[config.mk]
export PLATFORM = sky130hd
export DESIGN_NAME = tinterp_ctrl
export DESIGN_NICKNAME = d
export VERILOG_FILES = /design/src/rtl/tinterp_pkg.sv /design/src/rtl/tinterp_ctrl.sv
export SDC_FILE = /design/constraint.sdc
export NUM_CORES = 1
export LEC_CHECK = 0
export BUFFER_PORTS_ARGS = -buffer_cell sky130_fd_sc_hd__buf_2
export CAP_MARGIN = 10
export CORE_AREA = 2 2 39 41
export DETAILED_ROUTE_END_ITERATION = 10
export DIE_AREA = 0 0 41 43
export PLACE_DENSITY = 0.76
export SLEW_MARGIN = 15
export SYNTH_ARGS = -nofsm -noshare
export SYNTH_HDL_FRONTEND = slang
export SYNTH_SLANG_ARGS = --single-unit
[constraint.sdc]
create_clock -name clk -period 1.6 [get_ports clk]
set_input_delay 0.32 -clock clk [delete_from_list [all_inputs] [get_ports clk]]
set_output_delay 0.32 -clock clk [all_outputs]
set_load 0.01 [all_outputs]
[src/rtl/tinterp_pkg.sv]
package tinterp_pkg;

	localparam int VW      = 32;          // value width, Q16.16
	localparam int DW      = VW + 1;      // width of a difference of two values
	localparam int PW      = 2 * VW + 1;  // width of the product of two magnitudes
	localparam int CNT_W   = $clog2(PW);
	localparam int CFG_W   = 11;
	localparam int TYPE_W  = 2;
	localparam int EIDX_W  = 10;

	localparam logic [TYPE_W-1:0] REQ_LOAD = 2'd0;
	localparam logic [TYPE_W-1:0] REQ_FWD  = 2'd1;
	localparam logic [TYPE_W-1:0] REQ_BACK = 2'd2;

	localparam logic [CFG_W-1:0] ENTRIES_RESET = 11'd1024;

	typedef enum logic [3:0] {
		ST_IDLE,
		ST_CHK0,
		ST_CHK0_W,
		ST_CHKN,
		ST_CHKN_W,
		ST_SRCH,
		ST_SRCH_W,
		ST_PAIR0_W,
		ST_PAIR1_W,
		ST_DIFF,
		ST_PROD,
		ST_DIV,
		ST_FIN,
		ST_PUT
	} state_t;

	typedef enum logic [2:0] {
		RD_ZERO,
		RD_LAST,
		RD_MID,
		RD_LO,
		RD_LO1
	} rd_sel_t;

	typedef struct packed {
		logic    mem_wr;
		logic    latch_req;
		rd_sel_t rd_sel;
		logic    cap_clamp;
		logic    init_search;
		logic    step_search;
		logic    cap_p0;
		logic    cap_p1;
		logic    diff;
		logic    prod;
		logic    div_step;
		logic    fin;
		logic    out_load;
	} cmd_t;

	typedef struct packed {
		logic q_le_key;
		logic q_ge_key;
		logic search_done;
		logic dx_nonpos;
		logic div_last;
		logic out_busy;
	} sts_t;

endpackage

[src/rtl/tinterp_ctrl.sv]
module tinterp_ctrl (
	input  logic                           clk,
	input  logic                           arst_n,
	input  logic                           req_valid,
	input  logic [tinterp_pkg::TYPE_W-1:0] req_type,
	output logic                           req_ready,
	input  tinterp_pkg::sts_t              sts,
	output tinterp_pkg::cmd_t              cmd
);

	tinterp_pkg::state_t state_q, state_nx;
	logic                accept;

	always_ff @(posedge clk or negedge arst_n) begin
		if (!arst_n) begin
			state_q <= tinterp_pkg::ST_IDLE;
		end else begin
			state_q <= state_nx;
		end
	end

	assign req_ready = (state_q == tinterp_pkg::ST_IDLE);
	assign accept    = req_valid && req_ready;

	always_comb begin
		state_nx = state_q;
		cmd      = '0;
		cmd.rd_sel = tinterp_pkg::RD_LO;
		case (state_q)
			tinterp_pkg::ST_IDLE: begin
				if (accept) begin
					if (req_type == tinterp_pkg::REQ_LOAD) begin
						cmd.mem_wr = 1'b1;
					end else if (req_type == tinterp_pkg::REQ_FWD ||
						req_type == tinterp_pkg::REQ_BACK) begin
						cmd.latch_req = 1'b1;
						state_nx      = tinterp_pkg::ST_CHK0;
					end
				end
			end
			tinterp_pkg::ST_CHK0: begin
				cmd.rd_sel = tinterp_pkg::RD_ZERO;
				state_nx   = tinterp_pkg::ST_CHK0_W;
			end
			tinterp_pkg::ST_CHK0_W: begin
				if (sts.q_le_key) begin
					cmd.cap_clamp = 1'b1;
					state_nx      = tinterp_pkg::ST_PUT;
				end else begin
					state_nx = tinterp_pkg::ST_CHKN;
				end
			end
			tinterp_pkg::ST_CHKN: begin
				cmd.rd_sel = tinterp_pkg::RD_LAST;
				state_nx   = tinterp_pkg::ST_CHKN_W;
			end
			tinterp_pkg::ST_CHKN_W: begin
				if (sts.q_ge_key) begin
					cmd.cap_clamp = 1'b1;
					state_nx      = tinterp_pkg::ST_PUT;
				end else begin
					cmd.init_search = 1'b1;
					state_nx        = tinterp_pkg::ST_SRCH;
				end
			end
			tinterp_pkg::ST_SRCH: begin
				if (sts.search_done) begin
					cmd.rd_sel = tinterp_pkg::RD_LO;
					state_nx   = tinterp_pkg::ST_PAIR0_W;
				end else begin
					cmd.rd_sel = tinterp_pkg::RD_MID;
					state_nx   = tinterp_pkg::ST_SRCH_W;
				end
			end
			tinterp_pkg::ST_SRCH_W: begin
				cmd.step_search = 1'b1;
				state_nx        = tinterp_pkg::ST_SRCH;
			end
			tinterp_pkg::ST_PAIR0_W: begin
				cmd.cap_p0 = 1'b1;
				cmd.rd_sel = tinterp_pkg::RD_LO1;
				state_nx   = tinterp_pkg::ST_PAIR1_W;
			end
			tinterp_pkg::ST_PAIR1_W: begin
				cmd.cap_p1 = 1'b1;
				state_nx   = tinterp_pkg::ST_DIFF;
			end
			tinterp_pkg::ST_DIFF: begin
				cmd.diff = 1'b1;
				state_nx = tinterp_pkg::ST_PROD;
			end
			tinterp_pkg::ST_PROD: begin
				// zero-width or negative interval: midpoint already sits in the result register
				if (sts.dx_nonpos) begin
					state_nx = tinterp_pkg::ST_PUT;
				end else begin
					cmd.prod = 1'b1;
					state_nx = tinterp_pkg::ST_DIV;
				end
			end
			tinterp_pkg::ST_DIV: begin
				cmd.div_step = 1'b1;
				if (sts.div_last) begin
					state_nx = tinterp_pkg::ST_FIN;
				end
			end
			tinterp_pkg::ST_FIN: begin
				cmd.fin  = 1'b1;
				state_nx = tinterp_pkg::ST_PUT;
			end
			tinterp_pkg::ST_PUT: begin
				if (!sts.out_busy) begin
					cmd.out_load = 1'b1;
					state_nx     = tinterp_pkg::ST_IDLE;
				end
			end
			default: begin
				state_nx = tinterp_pkg::ST_IDLE;
			end
		endcase
	end

endmodule

# Yosys cells after proc, flatten, opt, wreduce, memory -nomap -nowiden
# Index checks and enable logic that the tools add are counted.
[word_totals]
regBits = 4
out_inout_bits = 16
wordCells = 58
[op_classes]
eq_ne = 20
muxes = 32
n_reduce_logical = 5
[ops]
columns = ["cell", "n"]
rows = [
  ["$pmux W4 S14", 1],
  ["$mux W4", 7],
  ["$eq A4 B4 Y1 const B", 6],
  ["$mux W1", 19],
  ["$eq A4 B3 Y1 const B", 4],
  ["$pmux W3 S4", 1],
  ["$eq A4 B2 Y1 const B", 2],
  ["$ne A2 B2 Y1 const B", 3],
  ["$reduce_and A5 Y1", 1],
  ["$eq A4 B1 Y1 const B", 1],
  ["$logic_not A4 Y1", 1],
  ["$mux W2", 2],
  ["$ne A2 B1 Y1 const B", 2],
  ["$mux W3", 1],
  ["$eq A2 B1 Y1 const B", 1],
  ["$eq A2 B2 Y1 const B", 1],
  ["$logic_not A2 Y1", 1],
  ["$pmux W1 S2", 1],
  ["$logic_and A1 B1 Y1", 1],
  ["$logic_or A1 B1 Y1", 1],
]

# Longest topological paths before layout
# Gate-level depths: netlist of run 1.
[logic_depth]
ltp_word = 6
depth_mapped = 6
mapped_depth_nobuf = 6

# Worst setup path before layout of run 1
# No wires, ideal clock.
[synth_timing]
kind = "reg2out"
startpoint = "reg state_q[1]"
endpoint = "out cmd[13] (netlist name)"
arrival_time_ns = 1.237
t_required_ns = 1.280
setup_slack_ns = 0.043
stages_incl_launch_ff = 6
n_path_buf = 2
path_cell_list = "dfrtp_1 buf_6 or2_4 buf_6 nor3_4 and3_1"
[synth_lines]
columns = ["item", "line", "source"]
rows = [
  ["start, declared", "tinterp_ctrl.sv:11", "tinterp_pkg::state_t state_q, state_nx;"],
  ["start signal, assigned", "tinterp_ctrl.sv:16", "state_q <= tinterp_pkg::ST_IDLE;"],
  ["start signal, assigned", "tinterp_ctrl.sv:18", "state_q <= state_nx;"],
  ["end, declared", "tinterp_ctrl.sv:8", "output tinterp_pkg::cmd_t cmd"],
]

==> metrics.yaml, run 1 <==
floorplanning:
  die_height_um: 43
  fp.coreArea_mm2: 0.00138
  floorplan.initialDensity_pct: 37.2
  chipWidth_um: 41
  io_pins: 27
  row_count: 14
  floorplan.die_area_mm2: 0.00176
global_route:
  initial_antenna_violation_count: 0
  vias_in_the_first_global_route: 579
  grtUsageTotal_pct: 22.1
  grt_max_degree: 11
  grt.overflow.total: 0
  grt_pass1_wl_mm: 2.59
synthesis:
  post_synth_inst_count: 71
  synth_area_um2: 514
  seq_total_area_yosys_pct: 19.5
  count_of_cell_types_in_the_netlist: 33
  post_synth.cell_area_avg_um2: 7.24
  synth-warning-count: 0
  post-synth-top-area-fraction_pct: 19.5
  ys_seq_elements: 4
  synth.net_count: 83
  synth_area_leaders: "sky130_fd_sc_hd__dfrtp_1 (19%), sky130_fd_sc_hd__nor2_1 (6.6%), sky130_fd_sc_hd__inv_1 (5.1%), sky130_fd_sc_hd__nand2b_1 (4.9%), sky130_fd_sc_hd__buf_6 (4.4%)"
  yosys.area.top_type: "sky130_fd_sc_hd__dfrtp_1"
finish:
  largest_register_ffs: 4
  final_nets: 129
  drive_above_1_share_pct: 61.7
  layout_top_registers: "state_q (4)"
  top_register: "state_q"
  final_util_pct: 63.3
  final_area_um2: 876
  diodes: 0
  area_growth_syn_to_layout_pct: 70.3
status:
  violations: "setup timing"
  status: "finished, violations left"
detailed_routing:
  wirelength_met1_um: 777
  avgRoutedWirePerCell_um: 14.7
  wl_met2_um: 926
  routed_wirelength_mm: 1.93
  met3WireLength_um: 165
  ant_nets: 0
  drc: 0
  post_drt_via_cell_ratio: 5.50
  detail_route.iter0.violations: 34
  dr.pass1.iters: 4
  dr_total_vias: 720
  highest_metal_layer_used_by_the_detailed_router: "met4"
hold_path:
  hold_path.startpoint: "sts[0]"
  holdCritPathClass: "in2reg"
  whs_path_depth: 3
  whs_endpoint: "state_q[3]"
placed_design:
  gpl.final_weighted_congestion: 0.865
  place.port_buffers: 26
  postPlaceCellArea_um2: 662
  dp_hpwl_mm: 1.13
worst_setup_path:
  crit-reg2reg-capture: "state_q[3]"
  timing.reg2reg.setup_slack_ns: 0.11
  worst-endpoint-arrival_ns: 1.39
  cp_data_required_time_ns: 1.28
  critical_path_class: "reg2out"
  reg2regPathDepth: 6
  endpoint_kind: "primary output"
  element_type_at_the_critical_path_start: "flop"
  regToRegStartpoint: "state_q[1]"
  path_max_fanout: 5
sta:
  finalWorstPathRequiredPeriod_ns: 1.71
  fin_ws_ns: -0.106
  setup_repair_after_global_routing_missed_its_margin: "yes"
  fin_crit_sh_pct: 107
  setup_violations: 9
  fmax_ghz: 0.586
  timing.final.hold_violations: 0
  final_setup_skew_ns: 0.0102
  relative_slew_slack_pct: 73.2
  finalHoldWorstSlack_ns: 0.401
  drv_slew: 0
  tightest_slew_ns: 0.397
pwr:
  p_leak_nw: 0.458
  power_density_mw_per_mm2: 2120
  irDropWorstVdd_mv: 1.01
  p_total_mw: 1.85
clock_network:
  cts_buffers: 3
  clock_tree.root_cell: "sky130_fd_sc_hd__clkbuf_4"
  cts_tree: "yes"
  clock_latency_ns: 0.25
  clk_transition_reported_paths_ns: 0.04
  cts_sink_cnt: 4
  ctsHtreeMaxLevel: 1
  clockBufferDepth: 2
job:
  drv.max_cap_violation_count: 0
power breakdown:
part           internal [mW]  switching [mW]  leakage [nW]
sequential             0.167           0.106        0.0437
clock                 0.0844          0.0485        0.0138
combinational          0.757           0.690         0.401
layer usage:
layer,vias up,track usage [%]
met4,0,16.0
li1,339,-
met5,-,0
met3,7,6.28
met2,45,30.9
met1,329,27.4
worst max-delay path: stages (launching register included):
cell	delay, ns
sky130_fd_sc_hd__dfrtp_2	0.44
sky130_fd_sc_hd__or2_4	0.27
sky130_fd_sc_hd__buf_4	0.14
sky130_fd_sc_hd__nor3_2	0.14
sky130_fd_sc_hd__buf_2	0.15
stage by stage:
stage               setup WS, ns  cells  TNS (ns)
floorplan                 0.0428     71         0
global placement           0.123    111         0
detailed placement        0.0746    111         0
CTS                      -0.0950    125    -0.291
global route              -0.155    131     -1.03
finish                    -0.106    131    -0.482
final cells by class:
cell class | count | area, um^2
clock buffers | 3 | 22.5
fillers | 116 | 508
inverters | 7 | 26.3
multi-input cells | 53 | 388
flip-flops and latches | 4 | 105
well taps | 16 | 20.0
repair buffers | 48 | 314
kinds of logic after synthesis:
family,Yosys count,synth area share (%)
compound gates,19,26.5
fa+ha+maj,1,2.43
buf+inv,14,15.3
flops,4,19.5
mux,1,2.19
simple gates,32,34.1
cells in the mapped netlist:
| cell | number |
|---|---|
| sky130_fd_sc_hd__a2111o_1 | 1 |
| sky130_fd_sc_hd__a21boi_0 | 1 |
| sky130_fd_sc_hd__a21boi_1 | 1 |
| sky130_fd_sc_hd__a21oi_1 | 2 |
| sky130_fd_sc_hd__a222oi_1 | 1 |
| sky130_fd_sc_hd__a22oi_1 | 1 |
| sky130_fd_sc_hd__and3_1 | 2 |
| sky130_fd_sc_hd__buf_2 | 3 |
| sky130_fd_sc_hd__buf_4 | 2 |
| sky130_fd_sc_hd__buf_6 | 2 |
| sky130_fd_sc_hd__dfrtp_1 | 4 |
| sky130_fd_sc_hd__ha_1 | 1 |
| sky130_fd_sc_hd__inv_1 | 7 |
| sky130_fd_sc_hd__mux2_2 | 1 |
| sky130_fd_sc_hd__nand2_1 | 4 |
| sky130_fd_sc_hd__nand2_2 | 1 |
| sky130_fd_sc_hd__nand2b_1 | 4 |
| sky130_fd_sc_hd__nand3_1 | 2 |
| sky130_fd_sc_hd__nand3b_1 | 2 |
| sky130_fd_sc_hd__nor2_1 | 9 |
| sky130_fd_sc_hd__nor2b_1 | 1 |
| sky130_fd_sc_hd__nor3_1 | 4 |
| sky130_fd_sc_hd__nor3_4 | 1 |
| sky130_fd_sc_hd__o211ai_1 | 1 |
| sky130_fd_sc_hd__o21ai_0 | 4 |
| sky130_fd_sc_hd__o21ai_1 | 1 |
| sky130_fd_sc_hd__o21bai_1 | 1 |
| sky130_fd_sc_hd__o22ai_1 | 2 |
| sky130_fd_sc_hd__o22ai_2 | 1 |
| sky130_fd_sc_hd__o311ai_0 | 1 |
| sky130_fd_sc_hd__o31a_1 | 1 |
| sky130_fd_sc_hd__or2_4 | 1 |
| sky130_fd_sc_hd__or3_1 | 1 |
timing repair:
| item | in CTS | in global routing |
|---|---|---|
| hold buffers | 1 | 0 |
| endpoints found under the setup margin | 10 | 13 |
| buffers inserted | 10 | 6 |
| gates resized for setup | 13 | 5 |
| hold endpoints to repair | 4 | 0 |
| pin swaps | 4 | 4 |
layout by cell type, fill, tap and decap left out, drive strengths merged, types with 2 or more instances in the layout:
cell and n:
inv 7, o21ai 5, nor2 9, nor3 5, nand3b 2, a21oi 2, and3 2, dfrtp 4
nand2 5, clkbuf 3, nand2b 4, a21boi 2, nand3 2, o22ai 3, buf 47
how the worst max path moves through the flow:
stage | endpoint | slack (ns) | depth (start not counted) | startpoint
floorplan | cmd[13] | 0.04 | 5 | state_q[1]
global placement | cmd[13] | 0.12 | 4 | state_q[1]
detailed placement | cmd[13] | 0.07 | 4 | state_q[0]
CTS | cmd[13] | -0.1 | 4 | state_q[0]
global route | cmd[14] | -0.16 | 4 | state_q[1]
finish | cmd[8] | -0.11 | 4 | state_q[1]
No activity file was read; power rests on OpenSTA's default activity.
==> run 2: changes to the inputs <==
==> constraint.sdc (replaced) <==
create_clock -name clk -period 1.6 [get_ports clk]
set_input_delay 0.32 -clock clk [delete_from_list [all_inputs] [get_ports clk]]
set_output_delay 0.32 -clock clk [all_outputs]
set_load 0.02 [all_outputs]
==> run 2 against run 1 <==
  * The run still ends with setup timing left
  * Clock-buffer cell count is the same
  * First-iteration DRC count is 59% lower
  * Non-clock buffer count is 3 lower
  * Power decreased by 0.15%
  * Register-to-register slack improved by 0.03 ns
  * Clock skew decreased by 0.0084 ns
  * Flip-flop and latch count did not move
  * Clock power is 8% lower
  * Die area is the same
  * Hold slack got worse by 0.0056 ns
  * Setup slack got worse by 0.010 ns
  * Critical endpoint is now cmd[10]
  * Largest power group unchanged
  * Highest routed layer unchanged
==> metrics.yaml, run 2 (synthesis gave the netlist of run 1 again) <==
status:
  status: "finished, violations left"  # unchanged
  violations: "setup timing"  # unchanged
floorplanning:
  io_pins: 27  # unchanged
  floorplan.die_area_mm2: 0.00176  # unchanged
  floorplan.initialDensity_pct: 37.2  # unchanged
  chipWidth_um: 41  # unchanged
  fp.coreArea_mm2: 0.00138  # unchanged
  row_count: 14  # unchanged
  die_height_um: 43  # unchanged
global_route:
  vias_in_the_first_global_route: 630  # was 579
  initial_antenna_violation_count: 0  # unchanged
  grt_pass1_wl_mm: 2.51  # was 2.59 mm
  grtUsageTotal_pct: 20.7  # was 22.1%
  grt_max_degree: 15  # was 11
  grt.overflow.total: 0  # unchanged
pwr:
  p_int_uw: 989  # was 1.01 mW
  switching_share_pct: 46.5  # was 45.6%
  comb_power_share_pct: 80.9  # was 78.1%
  p_total_mw: 1.85  # about the same
  p_sw_uw: 861  # was 845 uW
  p_leak_nw: 0.445  # was 0.458 nW
  irDropWorstVdd_mv: 1.06  # was 1.01 mV
  power_density_mw_per_mm2: 2080  # was 2120 mW/mm^2
  clkPwrFrac_pct: 6.6  # was 7.2%
  share_of_power_burned_in_registers_pct: 12.5  # was 14.8%
clock_network:
  cts_tree: "yes"  # unchanged
  clock_latency_ns: 0.23  # was 0.25 ns
  clk_transition_reported_paths_ns: 0.04  # about the same
  clock_tree.root_cell: "sky130_fd_sc_hd__clkbuf_4"  # unchanged
  ctsHtreeMaxLevel: 1  # unchanged
  clockBufferDepth: 2  # unchanged
  cts_buffers: 3  # unchanged
  cts_sink_cnt: 4  # unchanged
detailed_routing:
  avgRoutedWirePerCell_um: 12.9  # was 14.7 um
  routed_wirelength_mm: 1.66  # was 1.93 mm
  dr_total_vias: 696  # was 720
  ant_nets: 0  # unchanged
  post_drt_via_cell_ratio: 5.44  # was 5.50
  dr.pass1.iters: 4  # unchanged
  detail_route.iter0.violations: 14  # was 34
  drc: 0  # unchanged
worst_setup_path:
  path_max_fanout: 7  # was 5
  worst_setup_path_startpoint: "state_q[1]"  # unchanged
  regToRegStartpoint: "state_q[0]"  # was state_q[1]
  critical_path_class: "reg2out"  # unchanged
  endpoint_kind: "primary output"  # unchanged
  worst-endpoint-arrival_ns: 1.40  # was 1.39 ns
  cp_data_required_time_ns: 1.28  # about the same
  element_type_at_the_critical_path_start: "flop"  # unchanged
sta:
  drv_slew: 0  # unchanged
  finalWorstPathRequiredPeriod_ns: 1.72  # was 1.71 ns
  final_setup_skew_ns: 0.00170  # was 0.0102 ns
  fmax_ghz: 0.583  # was 0.586 GHz
  timing.final.hold_violations: 0  # unchanged
  relative_slew_slack_pct: 77.9  # was 73.2%
  fin_crit_sh_pct: 107  # about the same
  setup_violations: 7  # was 9
  fin_ws_ns: -0.116  # was -0.106 ns
  tightest_slew_ns: 0.327  # was 0.397 ns
  setup_repair_after_global_routing_missed_its_margin: "yes"  # unchanged
finish:
  layout_top_registers: "state_q (4)"  # unchanged
  filler_free_cell_count_of_the_finished_design: 128  # was 131
  final_nets: 126  # was 129
  area_growth_syn_to_layout_pct: 72.7  # was 70.3%
  top_register: "state_q"  # unchanged
  largest_register_ffs: 4  # unchanged
  diodes: 0  # unchanged
  final_area_um2: 888  # was 876 um^2
  final_common_cell: "sky130_fd_sc_hd__buf_4"  # was sky130_fd_sc_hd__buf_2
  layout_common_cells: "sky130_fd_sc_hd__buf_4 (19), sky130_fd_sc_hd__buf_2 (17), sky130_fd_sc_hd__buf_6 (8), sky130_fd_sc_hd__inv_1 (6), sky130_fd_sc_hd__nor2_1 (6)"  # was sky130_fd_sc_hd__buf_2 (26), sky130_fd_sc_hd__buf_4 (19), sky130_fd_sc_hd__nor2_1 (7), sky130_fd_sc_hd__inv_1 (5)
  drive_above_1_share_pct: 59.8  # was 61.7%
  filler_cell_count: 117  # was 116
hold_path:
  hold_path.startpoint: "sts[0]"  # unchanged
  holdCritPathClass: "in2reg"  # unchanged
placed_design:
  placedCellCount: 112  # was 111
  postPlaceCellArea_um2: 659  # was 662 um^2
  dp_worst_setup_slack_ns: 0.0403  # was 0.0746 ns
  gpl.final_weighted_congestion: 0.874  # was 0.865
  dp_hpwl_mm: 1.08  # was 1.13 mm
  place.port_buffers: 26  # unchanged
job:
  drv.max_cap_violation_count: 0  # unchanged
==> run 2: final timing paths <==
kind | cells after the start | slack [ns] | end
setup / recovery | 4 | -0.12 | cmd[10]
hold / removal | 3 | 0.40 | state_q[3]
setup reg to reg | 6 | 0.14 | state_q[3]
hold reg to reg | 2 | 0.69 | state_q[1]
max in group asynchronous | 2 | 1.03 | state_q[2]
min in group asynchronous | 2 | 0.44 | state_q[1]
==> run 2: per-layer routing <==
layer | GRT usage (%) | up-vias | routed length [um]
li1 | - | 334 | -
met3 | 2.62 | 6 | 99
met5 | 0 | - | 0
met4 | 11.3 | 0 | 46
met1 | 21.8 | 316 | 629
met2 | 36.3 | 40 | 879
==> run 2: area by class of cell <==
| type | instances | area (um^2) | area share (%) |
|---|---|---|---|
| tap | 16 | 20.0 | 2.25 |
| inverter | 7 | 26.3 | 2.96 |
| timing repair buffer | 45 | 328 | 36.9 |
| sequential | 4 | 104 | 11.7 |
| multi-input combinational | 53 | 388 | 43.7 |
| clock buffer | 3 | 22.5 | 2.54 |
==> run 2: metrics by stage <==
step / utilization [%] / TNS (ns) / hold slack [ns]
after floorplan: - / -0.233 / 0.0244
after global placement: 47.6 / 0 / 0.124
after detailed placement: 47.6 / 0 / 0.127
after CTS: 56.8 / -0.377 / 0.392
after global routing: 64.2 / -1.05 / 0.424
final: 64.2 / -0.554 / 0.396
==> run 2: worst max-delay path: stages (launching register included) <==
cell and delay [ns]:
sky130_fd_sc_hd__dfrtp_2 0.40, sky130_fd_sc_hd__buf_4 0.17, sky130_fd_sc_hd__nor2_4 0.04, sky130_fd_sc_hd__a2111o_1 0.41
sky130_fd_sc_hd__buf_6 0.14
==> run 2: power by group through the flow <==
stage / sequential [mW] / combinational (mW) / clock (mW)
after floorplan: 0.183 / 0.828 / 0
after global placement: 0.228 / 1.00 / 0
after detailed placement: 0.231 / 1.01 / 0
after CTS: 0.223 / 1.24 / 0.124
after global routing: 0.238 / 1.61 / 0.133
final: 0.231 / 1.50 / 0.122
==> run 2: what timing repair did <==
item,in CTS,in global routing
setup endpoints to repair,13,14
pin swaps,1,2
endpoints found under the hold margin,4,0
gates resized for setup,18,15
gates cloned,0,0
buffers inserted,5,7
hold buffers,1,0
==> run 3: changes to the inputs <==
Settings changed: TNS_END_PERCENT from default to 1.
==> run 3 against run 2 <==
  * The flow still finishes with violations (setup timing)
  * Register-to-register slack improved by 0.08 ns
  * Clock power about the same
  * Flip-flop and latch count stayed put
  * Critical endpoint unchanged
  * Fmax fell by 0.45%
  * Wire length decreased by 6.3%
  * Via count shrank 5.7%
  * First-iteration DRC count is 79% higher
  * Cell area is 12% lower
  * Critical path depth is the same
  * Combinational power is 19% lower
  * Die area stayed put
==> metrics.yaml, run 3 (synthesis gave the netlist of run 1 again) <==
finish:
  diodes: 0  # unchanged
  drive_above_1_share_pct: 53.8  # was 59.8%
  layout_top_registers: "state_q (4)"  # unchanged
  final_nets: 120  # was 126
  area_growth_syn_to_layout_pct: 52.8  # was 72.7%
  top_register: "state_q"  # unchanged
  final_common_cell: "sky130_fd_sc_hd__buf_2"  # was sky130_fd_sc_hd__buf_4
  final_util_pct: 56.8  # was 64.2%
  layout_common_cells: "sky130_fd_sc_hd__buf_2 (20), sky130_fd_sc_hd__buf_4 (16), sky130_fd_sc_hd__nor2_1 (8), sky130_fd_sc_hd__inv_1 (6), sky130_fd_sc_hd__o21ai_0 (4)"  # was sky130_fd_sc_hd__buf_4 (19), sky130_fd_sc_hd__buf_2 (17), sky130_fd_sc_hd__buf_6 (8), sky130_fd_sc_hd__inv_1 (6), sky130_fd_sc_hd__nor2_1 (6)
  largest_register_ffs: 4  # unchanged
detailed_routing:
  ant_nets: 0  # unchanged
  drc: 0  # unchanged
  wl_met2_um: 773  # was 879 um
  avgRoutedWirePerCell_um: 12.7  # was 12.9 um
  dr.pass1.iters: 4  # unchanged
  detail_route.iter0.violations: 25  # was 14
  met3WireLength_um: 108  # was 99 um
  highest_metal_layer_used_by_the_detailed_router: "met4"  # unchanged
  dr_total_vias: 656  # was 696
  wirelength_met1_um: 650  # was 629 um
  routed_wirelength_mm: 1.55  # was 1.66 mm
  post_drt_via_cell_ratio: 5.38  # was 5.44
sta:
  timing.final.hold_violations: 0  # unchanged
  drv_slew: 0  # unchanged
  fmax_ghz: 0.580  # was 0.583 GHz
  fin_crit_sh_pct: 108  # was 107%
  fin_ws_ns: -0.124  # was -0.116 ns
  tightest_slew_ns: 0.341  # was 0.327 ns
  finalSetupTns_ns: -0.524  # was -0.554 ns
  relative_slew_slack_pct: 77.3  # was 77.9%
  final_setup_skew_ns: 0.00108  # was 0.00170 ns
  setup_repair_after_global_routing_missed_its_margin: "yes"  # unchanged
  finalWorstPathRequiredPeriod_ns: 1.72  # about the same
  setup_violations: 8  # was 7
clock_network:
  ctsHtreeMaxLevel: 1  # unchanged
  clock_latency_ns: 0.23  # about the same
  clock_tree.root_cell: "sky130_fd_sc_hd__clkbuf_4"  # unchanged
  cts_tree: "yes"  # unchanged
  clk_transition_reported_paths_ns: 0.04  # about the same
  cts_sink_cnt: 4  # unchanged
  cts_buffers: 3  # unchanged
  clockBufferDepth: 2  # unchanged
pwr:
  p_leak_nw: 0.397  # was 0.445 nW
  power_density_mw_per_mm2: 2040  # was 2080 mW/mm^2
  irDropWorstVdd_mv: 0.994  # was 1.06 mV
worst_setup_path:
  critical_path_class: "reg2out"  # unchanged
  cp_data_required_time_ns: 1.28  # about the same
  endpoint_kind: "primary output"  # unchanged
  element_type_at_the_critical_path_start: "flop"  # unchanged
  worst-endpoint-arrival_ns: 1.40  # about the same
  path_max_fanout: 4  # was 7
hold_path:
  holdCritPathClass: "in2reg"  # unchanged
global_route:
  grtUsageTotal_pct: 20.6  # was 20.7%
  grt_pass1_wl_mm: 2.48  # was 2.51 mm
  vias_in_the_first_global_route: 589  # was 630
  grt_max_degree: 13  # was 15
  grt.overflow.total: 0  # unchanged
  initial_antenna_violation_count: 0  # unchanged
status:
  status: "finished, violations left"  # unchanged
  violations: "setup timing"  # unchanged
floorplanning:
  die_height_um: 43  # unchanged
  floorplan.initialDensity_pct: 37.2  # unchanged
  row_count: 14  # unchanged
  fp.coreArea_mm2: 0.00138  # unchanged
  chipWidth_um: 41  # unchanged
  io_pins: 27  # unchanged
  floorplan.die_area_mm2: 0.00176  # unchanged
placed_design:
  dp_worst_setup_slack_ns: 0.0410  # was 0.0403 ns
  dp_hpwl_mm: 1.08  # about the same
  place.port_buffers: 26  # unchanged
  gpl.final_weighted_congestion: 0.910  # was 0.874
job:
  drv.max_cap_violation_count: 0  # unchanged
run 3: cell types whose count changed in the layout (fill, tap and decap cells not counted), sizes merged:
| cell | change |
|---|---|
| buf | -6 |
run 3: worst paths after layout:
kind                            start          to  slack, ns  cells after the start
max in group asynchronous      arst_n  state_q[0]       1.04                      2
min in group asynchronous      arst_n  state_q[2]       0.43                      2
hold / removal                 sts[1]  state_q[0]       0.37                      2
setup / recovery           state_q[2]     cmd[10]      -0.12                      4
setup reg to reg           state_q[1]  state_q[3]       0.22                      5
hold reg to reg            state_q[2]  state_q[1]       0.75                      2
run 3: area by class of cell:
type                    count  area [um^2]
multi-input cells          53          360
repair buffers             39          253
flip-flops and latches      4          104
clock buffers               3         22.5
well taps                  16         20.0
fillers                   116          598
inverters                   7         26.3
run 3: per-layer routing:
| metal | track usage (%) | vias up |
|---|---|---|
| met5 | 0 | - |
| met4 | 9.33 | 0 |
| met3 | 3.14 | 2 |
| met2 | 33.4 | 35 |
| met1 | 25.2 | 300 |
| li1 | - | 319 |
run 3: critical path, stage by stage, from the launching register on:
cell                       delay, ns
sky130_fd_sc_hd__dfrtp_1        0.42
sky130_fd_sc_hd__nand2b_1       0.16
sky130_fd_sc_hd__inv_1          0.06
sky130_fd_sc_hd__a2111o_1       0.37
sky130_fd_sc_hd__buf_2          0.16
run 3: report_power, final:
part | switching, mW | internal [mW]
combinational | 0.651 | 0.560
sequential | 0.101 | 0.165
clock | 0.0401 | 0.0838
run 3: repair_timing:
item,CTS,global route
hold endpoints to repair,4,0
resized for setup,15,3
setup endpoints to repair,15,16
pin swaps,1,0
cloned,0,0
buffers inserted,6,0
hold buffers,1,0
run 3: per-stage QoR:
stage / power [mW] / hold WS (ns) / cells / instance area, um^2
floorplan: 1.01 / 0.0244 / 71 / 517
detailed placement: 1.24 / 0.127 / 112 / 659
CTS: 1.55 / 0.364 / 122 / 778
global route: 1.73 / 0.392 / 122 / 786
finish: 1.60 / 0.371 / 122 / 786
global placement: 1.22 / 0.126 / 112 / 659
